$ cat src/rtl/h263cq_pkg.sv
package h263cq_pkg;

	localparam int CoeffW    = 16;
	localparam int IndexW    = 6;
	localparam int QpW       = 5;
	localparam int LevelW    = 12;
	localparam int ReconW    = 16;
	localparam int MaxDcW    = 12;
	localparam int PixBitsW  = 4;
	localparam int CfgIdxW   = 2;
	localparam int CfgDataW  = 12;

	localparam int InDataW   = 32;
	localparam int InUserW   = 2;
	localparam int OutDataW  = 32;

	localparam int NumW      = 16;
	localparam int DivisorW  = 6;
	localparam int QuotW     = 15;
	localparam int RecipShift = 22;
	localparam int RecipW    = 22;
	localparam int RecipDepth = 64;
	localparam int MagProdW  = 17;

	localparam logic [MaxDcW-1:0]   MaxDcRst       = 12'd255;
	localparam logic [PixBitsW-1:0] PixelBitsRst   = 4'd8;
	localparam logic                ShortHeaderRst = 1'b0;

	localparam logic [LevelW-1:0]   LevelPosMax    = 12'd2047;
	localparam logic [LevelW-1:0]   LevelNegMax    = 12'd2048;
	localparam logic [DivisorW-1:0] ShortDcScaler  = 6'd8;
	localparam logic [PixBitsW-1:0] PixBitsFull    = 4'd12;
	localparam logic [4:0]          SatShift       = 5'd3;
	localparam logic [MagProdW-1:0] ReconMagMax    = 17'd32768;

	typedef enum logic [CfgIdxW-1:0] {
		CFG_MAX_DC       = 2'd0,
		CFG_PIXEL_BITS   = 2'd1,
		CFG_SHORT_HEADER = 2'd2
	} cfg_idx_t;

	function automatic logic [DivisorW-1:0] dc_scale_sel(input logic [QpW-1:0] q,
			input logic chroma);
		logic [DivisorW-1:0] q6;
		logic [DivisorW-1:0] s;
		q6 = {1'b0, q};
		priority if (q6 <= 6'd4) begin
			s = 6'd8;
		end else if (!chroma && q6 <= 6'd8) begin
			s = q6 << 1;
		end else if (!chroma && q6 <= 6'd24) begin
			s = q6 + 6'd8;
		end else if (!chroma) begin
			s = (q6 << 1) - 6'd16;
		end else if (q6 <= 6'd24) begin
			s = (q6 + 6'd13) >> 1;
		end else begin
			s = q6 - 6'd6;
		end
		return s;
	endfunction

endpackage

$ cat src/rtl/h263_coeff_quant_dequant.sv
// Channel   Direction  Handshake                      Word
// s_axis    in         s_axis_tvalid/s_axis_tready     coefficient, index, qp; tuser intra, chroma
// m_axis    out        m_axis_tvalid/m_axis_tready     quant_level, recon_coeff
// cfg       in         cfg_valid/cfg_ready             register index and write data
//
// One word is accepted per cycle unless the output stalls; each word passes through every stage.
// Stages: operand selection and reciprocal lookup, reciprocal multiply, back multiply,
// correction, level clamping, dequantizer multiply and output saturation.
// Each stage holds its word while the next one is full and stalled, so bubbles collapse.
// Reset clears the stage valid bits and loads the register defaults; cfg_ready is always high.
module h263_coeff_quant_dequant
	import h263cq_pkg::*;
(
	input  logic                clk,
	input  logic                arst_n,
	input  logic                s_axis_tvalid,
	output logic                s_axis_tready,
	// [15:0] coefficient, [21:16] coeff_index, [26:22] qp, [31:27] zero
	input  logic [InDataW-1:0]  s_axis_tdata,
	// [0] intra, [1] chroma
	input  logic [InUserW-1:0]  s_axis_tuser,
	output logic                m_axis_tvalid,
	input  logic                m_axis_tready,
	// [11:0] quant_level, [27:12] recon_coeff, [31:28] zero
	output logic [OutDataW-1:0] m_axis_tdata,
	input  logic                cfg_valid,
	output logic                cfg_ready,
	input  logic [CfgIdxW-1:0]  cfg_index,
	input  logic [CfgDataW-1:0] cfg_data
);

	logic [MaxDcW-1:0]   max_dc_q;
	logic [PixBitsW-1:0] pixel_bits_q;
	logic                short_header_q;

	assign cfg_ready = 1'b1;

	always_ff @(posedge clk or negedge arst_n) begin
		if (!arst_n) begin
			max_dc_q       <= MaxDcRst;
			pixel_bits_q   <= PixelBitsRst;
			short_header_q <= ShortHeaderRst;
		end else if (cfg_valid && cfg_ready) begin
			case (cfg_idx_t'(cfg_index))
				CFG_MAX_DC:       max_dc_q       <= cfg_data[MaxDcW-1:0];
				CFG_PIXEL_BITS:   pixel_bits_q   <= cfg_data[PixBitsW-1:0];
				CFG_SHORT_HEADER: short_header_q <= cfg_data[0];
				default: ;
			endcase
		end
	end

	logic [RecipW-1:0] recip_tab [RecipDepth];

	for (genvar g = 0; g < RecipDepth; g++) begin : g_recip
		localparam logic [RecipW-1:0] Recip =
			RecipW'((64'd1 << RecipShift) / ((g < 2) ? 2 : g));
		assign recip_tab[g] = Recip;
	end

	logic v_s1, v_s2, v_s3, v_s4, v_s5, v_s6, v_s7;
	logic adv1, adv2, adv3, adv4, adv5, adv6, adv7;

	assign adv7 = !v_s7 || m_axis_tready;
	assign adv6 = !v_s6 || adv7;
	assign adv5 = !v_s5 || adv6;
	assign adv4 = !v_s4 || adv5;
	assign adv3 = !v_s3 || adv4;
	assign adv2 = !v_s2 || adv3;
	assign adv1 = !v_s1 || adv2;
	assign s_axis_tready = adv1;

	always_ff @(posedge clk or negedge arst_n) begin
		if (!arst_n) begin
			v_s1 <= 1'b0;
			v_s2 <= 1'b0;
			v_s3 <= 1'b0;
			v_s4 <= 1'b0;
			v_s5 <= 1'b0;
			v_s6 <= 1'b0;
			v_s7 <= 1'b0;
		end else begin
			if (adv1) v_s1 <= s_axis_tvalid;
			if (adv2) v_s2 <= v_s1;
			if (adv3) v_s3 <= v_s2;
			if (adv4) v_s4 <= v_s3;
			if (adv5) v_s5 <= v_s4;
			if (adv6) v_s6 <= v_s5;
			if (adv7) v_s7 <= v_s6;
		end
	end

	// Stage 1: magnitude, numerator and divisor selection.
	logic [CoeffW-1:0]   coef_in;
	logic [IndexW-1:0]   idx_in;
	logic [QpW-1:0]      qp_raw_in, qp_in;
	logic                dc_in, neg_in;
	logic [NumW-1:0]     mag_in, inter_n_in, dc_n_in, n_in;
	logic [DivisorW-1:0] scal_in, d_in;
	logic [NumW:0]       dc_sum_in;
	logic [NumW-1:0]     half_qp_in;

	always_comb begin
		coef_in    = s_axis_tdata[15:0];
		idx_in     = s_axis_tdata[21:16];
		qp_raw_in  = s_axis_tdata[26:22];
		qp_in      = (qp_raw_in == '0) ? QpW'(1) : qp_raw_in;
		dc_in      = s_axis_tuser[0] && (idx_in == '0);
		neg_in     = coef_in[CoeffW-1];
		mag_in     = neg_in ? (~coef_in + NumW'(1)) : coef_in;
		scal_in    = dc_scale_sel(qp_in, s_axis_tuser[1]);
		dc_sum_in  = {coef_in[CoeffW-1], coef_in} + (NumW+1)'(scal_in >> 1);
		dc_n_in    = (dc_sum_in[NumW] || dc_sum_in == '0) ? '0 : dc_sum_in[NumW-1:0];
		half_qp_in = NumW'(qp_in >> 1);
		inter_n_in = (mag_in < half_qp_in) ? '0 : (mag_in - half_qp_in);
		priority if (dc_in) begin
			n_in = dc_n_in;
		end else if (s_axis_tuser[0]) begin
			n_in = mag_in;
		end else begin
			n_in = inter_n_in;
		end
		d_in = dc_in ? scal_in : {qp_in, 1'b0};
	end

	logic [NumW-1:0]     n_s1, n_s2, n_s3;
	logic [DivisorW-1:0] d_s1, d_s2, d_s3;
	logic [RecipW-1:0]   recip_s1;
	logic                neg_s1, neg_s2, neg_s3, neg_s4;
	logic                dc_s1, dc_s2, dc_s3, dc_s4, dc_s5;
	logic [QpW-1:0]      qp_s1, qp_s2, qp_s3, qp_s4, qp_s5;
	logic [DivisorW-1:0] scal_s1, scal_s2, scal_s3, scal_s4, scal_s5;
	logic [QuotW-1:0]    q0_s2, q0_s3, q_s4;
	logic [NumW-1:0]     prod_s3;
	logic [LevelW-1:0]   level_s5, mag_s5, level_s6, level_s7;
	logic                sign_s5, zero_s5, sign_s6, zero_s6, dec_s6;
	logic [MagProdW-1:0] p_s6;
	logic [ReconW-1:0]   recon_s7;

	// Stage 2: multiply by the reciprocal; the estimate is exact or one low.
	logic [NumW+RecipW-1:0] recip_prod;
	assign recip_prod = (NumW+RecipW)'(n_s1) * (NumW+RecipW)'(recip_s1);

	// Stage 3: multiply back by the divisor.
	logic [NumW-1:0] back_prod;
	assign back_prod = NumW'(q0_s2) * NumW'(d_s2);

	// Stage 4: one correction step.
	logic [NumW-1:0] rem_s3;
	assign rem_s3 = n_s3 - prod_s3;

	// Stage 5: level clamping and sign.
	logic [LevelW-1:0] dc_cap, dc_u, dc_lvl, ac_mag, mag_c, level_c;
	always_comb begin
		dc_cap = max_dc_q - MaxDcW'(1);
		dc_u   = ({3'b0, dc_cap} < q_s4) ? dc_cap : q_s4[LevelW-1:0];
		priority if (max_dc_q <= MaxDcW'(1) || dc_u == '0) begin
			dc_lvl = LevelW'(1);
		end else if (dc_u > LevelPosMax) begin
			dc_lvl = LevelPosMax;
		end else begin
			dc_lvl = dc_u;
		end
		priority if (neg_s4 && q_s4 > {3'b0, LevelNegMax}) begin
			ac_mag = LevelNegMax;
		end else if (!neg_s4 && q_s4 > {3'b0, LevelPosMax}) begin
			ac_mag = LevelPosMax;
		end else begin
			ac_mag = q_s4[LevelW-1:0];
		end
		mag_c   = dc_s4 ? dc_lvl : ac_mag;
		level_c = (!dc_s4 && neg_s4) ? (~ac_mag + LevelW'(1)) : mag_c;
	end

	// Stage 6: dequantizer multiply.
	logic [DivisorW-1:0]   mul_a;
	logic [LevelW:0]       mul_b;
	logic [MagProdW-1:0]   deq_prod;
	always_comb begin
		mul_a    = dc_s5 ? (short_header_q ? ShortDcScaler : scal_s5) : {1'b0, qp_s5};
		mul_b    = dc_s5 ? {1'b0, mag_s5} : {mag_s5, 1'b1};
		deq_prod = MagProdW'(mul_a) * MagProdW'(mul_b);
	end

	// Stage 7: saturation to the pixel-depth limit.
	logic [MagProdW-1:0] lim, v_mag, r_mag;
	logic [4:0]          lim_shift;
	always_comb begin
		lim_shift = {1'b0, pixel_bits_q} + SatShift;
		lim   = (pixel_bits_q >= PixBitsFull) ? ReconMagMax : (MagProdW'(1) << lim_shift);
		v_mag = zero_s6 ? '0 : (p_s6 - MagProdW'(dec_s6));
		priority if (sign_s6 && v_mag > lim) begin
			r_mag = lim;
		end else if (!sign_s6 && v_mag > lim - MagProdW'(1)) begin
			r_mag = lim - MagProdW'(1);
		end else begin
			r_mag = v_mag;
		end
	end

	always_ff @(posedge clk) begin
		if (adv1) begin
			n_s1     <= n_in;
			d_s1     <= d_in;
			recip_s1 <= recip_tab[d_in];
			neg_s1   <= neg_in;
			dc_s1    <= dc_in;
			qp_s1    <= qp_in;
			scal_s1  <= scal_in;
		end
		if (adv2) begin
			q0_s2   <= recip_prod[RecipShift +: QuotW];
			n_s2    <= n_s1;
			d_s2    <= d_s1;
			neg_s2  <= neg_s1;
			dc_s2   <= dc_s1;
			qp_s2   <= qp_s1;
			scal_s2 <= scal_s1;
		end
		if (adv3) begin
			prod_s3 <= back_prod;
			q0_s3   <= q0_s2;
			n_s3    <= n_s2;
			d_s3    <= d_s2;
			neg_s3  <= neg_s2;
			dc_s3   <= dc_s2;
			qp_s3   <= qp_s2;
			scal_s3 <= scal_s2;
		end
		if (adv4) begin
			q_s4    <= (rem_s3 >= NumW'(d_s3)) ? (q0_s3 + QuotW'(1)) : q0_s3;
			neg_s4  <= neg_s3;
			dc_s4   <= dc_s3;
			qp_s4   <= qp_s3;
			scal_s4 <= scal_s3;
		end
		if (adv5) begin
			level_s5 <= level_c;
			mag_s5   <= mag_c;
			sign_s5  <= !dc_s4 && neg_s4;
			zero_s5  <= (mag_c == '0);
			dc_s5    <= dc_s4;
			qp_s5    <= qp_s4;
			scal_s5  <= scal_s4;
		end
		if (adv6) begin
			p_s6     <= deq_prod;
			dec_s6   <= !dc_s5 && !qp_s5[0];
			sign_s6  <= sign_s5;
			zero_s6  <= zero_s5;
			level_s6 <= level_s5;
		end
		if (adv7) begin
			level_s7 <= level_s6;
			recon_s7 <= sign_s6 ? ReconW'(~r_mag + MagProdW'(1)) : r_mag[ReconW-1:0];
		end
	end

	assign m_axis_tvalid = v_s7;
	assign m_axis_tdata  = {(OutDataW-LevelW-ReconW)'(0), recon_s7, level_s7};

endmodule

$ cat config.mk
export PLATFORM = sky130hd
export DESIGN_NAME = h263_coeff_quant_dequant
export DESIGN_NICKNAME = d
export VERILOG_FILES = /design/src/rtl/h263cq_pkg.sv /design/src/rtl/h263_coeff_quant_dequant.sv
export SDC_FILE = /design/constraint.sdc
export NUM_CORES = 2
export LEC_CHECK = 0
export ABC_AREA = 1
export BUFFER_PORTS_ARGS = -buffer_cell sky130_fd_sc_hd__buf_2
export CAP_MARGIN = 0
export CORE_ASPECT_RATIO = 0.6
export CORE_MARGIN = 2
export CORE_UTILIZATION = 65
export CTS_BUF_LIST = sky130_fd_sc_hd__clkbuf_2 sky130_fd_sc_hd__clkbuf_4 sky130_fd_sc_hd__clkbuf_8
export CTS_CLUSTER_DIAMETER = 50
export DETAILED_ROUTE_END_ITERATION = 8
export GPL_TIMING_DRIVEN = 1
export PLACE_DENSITY_LB_ADDON = 0.1
export SYNTH_ARGS = -nofsm -noshare
export SYNTH_HDL_FRONTEND = slang
export SYNTH_SLANG_ARGS = --single-unit
$ cat constraint.sdc
create_clock -name clk -period 7.6 [get_ports clk]
set_input_delay 0 -clock clk [delete_from_list [all_inputs] [get_ports clk]]
set_output_delay 0 -clock clk [all_outputs]
set_load 0.05 [all_outputs]
==> metrics.md <==
| Metric | Value |
|---|---|
| Core ar. | `between 0.05 and 0.06 mm2` |
| Hold Startpoint | `s_axis_tdata[6]` |
| Total GRT Usage | `0.314` |
| Via Count | `26,600` |
| Setup Crit Path Kind | `register to register` |
| Top cells by count, synth | `nand2_1, inv_1, fa_1` |
| Number of max-cap violations | `0` |
| Worst Path Arrival | `between 6 and 7 ns` |
| Global routing usage on met1 | `0.474` |
| Antenna violations before repair | `0` |
| Nets | `4,766` |
| Count of cell types in the netlist | `61` |
| Max_slew headroom | `0.242` |
| Post-synth ARST share | `0.0743` |
| Overflow after GRT | `0` |
| Top-count cell post-synth | `nand2_1` |
| R2r setup slk | `1.19 ns` |
| Pins Over Slew Limit | `0` |
| GR Layer Usage met2 | `0.462` |
| Htree depth | `2` |
| RePlAce Congestion | `just under 1` |
| Startpoint types | `register` |
| Final Hold Fails | `0` |
| Sequential fraction of the synthesis area | `0.283` |
| Worst reg-to-reg path cell count | `21` |
| Area contributors post-synth | `edfxtp_1, fa_1, nand2_1` |
| Worst slew pin tran | `~1.1 ns` |
| Synth Register Bits | `323` |
| Fmax | `approximately 160 MHz` |
| Largest net degree at the start of global routing | `between 60 and 70` |
| Hold EP | `n_s1[8]$_DFFE_PP_` |
| Cts repair resizes | `0` |
| CTS clk-pin slew, worst paths | `~0.07 ns` |
| Fraction of layout cells with a size suffix above 1 | `0.0652` |
| Post-Place Setup Slack | `around 1.2 ns` |
| Die area | `roughly 0.054 mm2` |
| Synthesized area per cell | `8.37 um2` |
| CP required | `7.94 ns` |
| Post-detailed-placement half-perimeter wirelength | `approximately 64,000 um` |
| Clk_skew | `roughly 0.05 ns` |
| Worst Hold Class | `primary input to register` |
| Drt total wl | `82,200 um` |
| RSZ-0062 raised after global routing | `false` |
| Setup Fix Bufs, Post-CTS | `0` |
| Min-Delay Path Depth | `5` |
| Cells after Synth | `roughly 4,000` |
| Longest Clk Path Bufs | `3` |
| Antenna diodes | `0` |
| Top Usage Layer GRT | `met1` |
| Drt drc | `0` |
| Mapped cell area | `around 0.034 mm2` |
| Tcrit/Tclk final | `0.843` |
| Post-DR vias/cell | `roughly 5.5` |
| Ys flop type | `edfxtp_1` |
| Clk sinks | `323` |
| Initial core utilization | `0.661` |
| Max FO, Critical Path | `16` |
| Final antenna-violating net count | `0` |
| Worst skew pair latency | `approximately 0.64 ns` |
| Vias in the first global route | `26,000` |
| Worst setup margin | `approximately 1.2 ns` |
| Critical R2R Launch | `n_s1[3]$_DFFE_PP_` |
| Post-synth top area share | `0.265` |
| Routed length per instance | `between 15 and 20 um` |
| Initial DRC count | `roughly 2,700` |
| First-pass GRT wire length | `136,000 um` |
| EDFF count, synth | `299` |
| Area added between synthesis and finish | `6.76%` |
| Die Ht | `about 180 um` |
| Die Wd | `about 300 um` |
| Rows | `64` |
| Synth area leader | `edfxtp_1` |
| Port-buffer cells | `77` |
| CTS tree | `done` |
| Post-CTS Hold Fix Bufs | `35` |
| Setup Viol. Count Final | `0` |
| Met3 Use GR | `0.0713` |
| Reg-to-reg critical path endpoint | `q0_s2[12]$_DFFE_PP_` |
| TNS Setup | `0 ns` |
| Total CTS buffers | `50` |
| Crit path time final | `between 6 and 7 ns` |
| I/O Pins | `a little under 90` |
| Status | `completed` |
| 1st-pass router iterations | `6` |
| Root buffer cell | `clkbuf_8` |
| Crit end category | `register` |
| YS warnings | `0` |
state kept, by name, indices dropped and copies added, names as in the netlist, 15 cells and up:
signal and flops:
recip_s1 22, n_s2 16, q0_s2 15, q_s4 15, recon_s7 16, prod_s3 16
q0_s3 15, n_s3 16, n_s1 16, p_s6 17
layout by cell type (no fill, tap or decap), drive strengths merged, types with 5 or more instances in the layout:
cell type    instances
nor4                13
o211ai              17
clkinv              19
a21o                 6
xnor2               33
nand2             1045
a22oi                6
nor3                48
a31oi               12
nand3              150
clkbuf              67
edfxtp             299
o22ai                6
conb                14
mux2                 7
nor2               248
ha                 242
inv                866
o21a                 5
buf                100
a211oi               6
bufinv               5
o21bai               9
a21oi              153
dfrtp               15
nand4               46
fa                 368
dfstp                9
or2                 15
dlygate4sd3         35
xor2               104
o31ai                7
o21ai              137
critical path: stages, from the launching register on:
cell	delay [ns]
edfxtp_1	0.87
buf_4	0.28
nand2_1	0.08
fa_1	0.52
inv_1	0.05
fa_1	0.57
inv_1	0.06
fa_1	0.49
fa_1	0.48
fa_1	0.44
fa_1	0.55
inv_1	0.05
ha_1	0.34
nand2_1	0.11
nor4_1	0.39
nand3_1	0.12
nand3_1	0.17
nand3_1	0.10
nand2_1	0.15
nand3_1	0.10
o2111ai_1	0.10
xor2_1	0.09
per-layer routing:
layer / share of wire / routed length [um] / vias up
li1: - / - / 12700
met1: 0.45 / 36800 / 12500
met2: 0.42 / 34400 / 1323
met3: 0.11 / 8870 / 141
met4: 0.026 / 2140 / 0
met5: 0 / 0 / -
layout make-up:
cell class / instances / area, um2
clock buffer: 67 / 835
multi-input combinational: 2724 / 20400
inverter: 869 / 3260
tap: 693 / 867
sequential: 323 / 9590
fill: 4072 / 15000
clock inverter: 21 / 268
timing repair buffer: 135 / 908
logic make-up after synthesis:
kind of cell,Yosys count,synth area share
compound gates,383,0.0644
xor+xnor,137,0.0355
fa+ha+maj,610,0.307
buf+inv,1011,0.115
flops,323,0.283
mux,7,0.00233
other cells,2,0.000222
simple gates,1573,0.192
worst max-delay path by stage:
stage / cells after the start / from / end
after floorplan: 13 / m_axis_tvalid$_DFFE_PN0P_ / d_s1[0]$_DFFE_PP_
after global placement: 21 / n_s1[3]$_DFFE_PP_ / q0_s2[14]$_DFFE_PP_
after detailed placement: 21 / n_s1[3]$_DFFE_PP_ / q0_s2[14]$_DFFE_PP_
after CTS: 21 / n_s1[3]$_DFFE_PP_ / q0_s2[14]$_DFFE_PP_
after global routing: 26 / dc_s5$_DFFE_PP_ / p_s6[14]$_DFFE_PP_
final: 21 / n_s1[3]$_DFFE_PP_ / q0_s2[12]$_DFFE_PP_
per-stage QoR:
stage / cells / util / hold WS, ns / cell area [um2]
after CTS: 4832 / 0.706 / 0.0317 / 36100
after global placement: 4709 / 0.678 / 0.0483 / 34700
after floorplan: 4058 / - / -0.296 / 33900
after detailed placement: 4709 / 0.678 / 0.0476 / 34700
after global routing: 4832 / 0.706 / 0.0756 / 36100
final: 4832 / 0.706 / 0.0711 / 36100
Power is left out: the tool's default activity adds up to more than one toggle a clock period on the data nets, which glitch-free logic cannot reach.
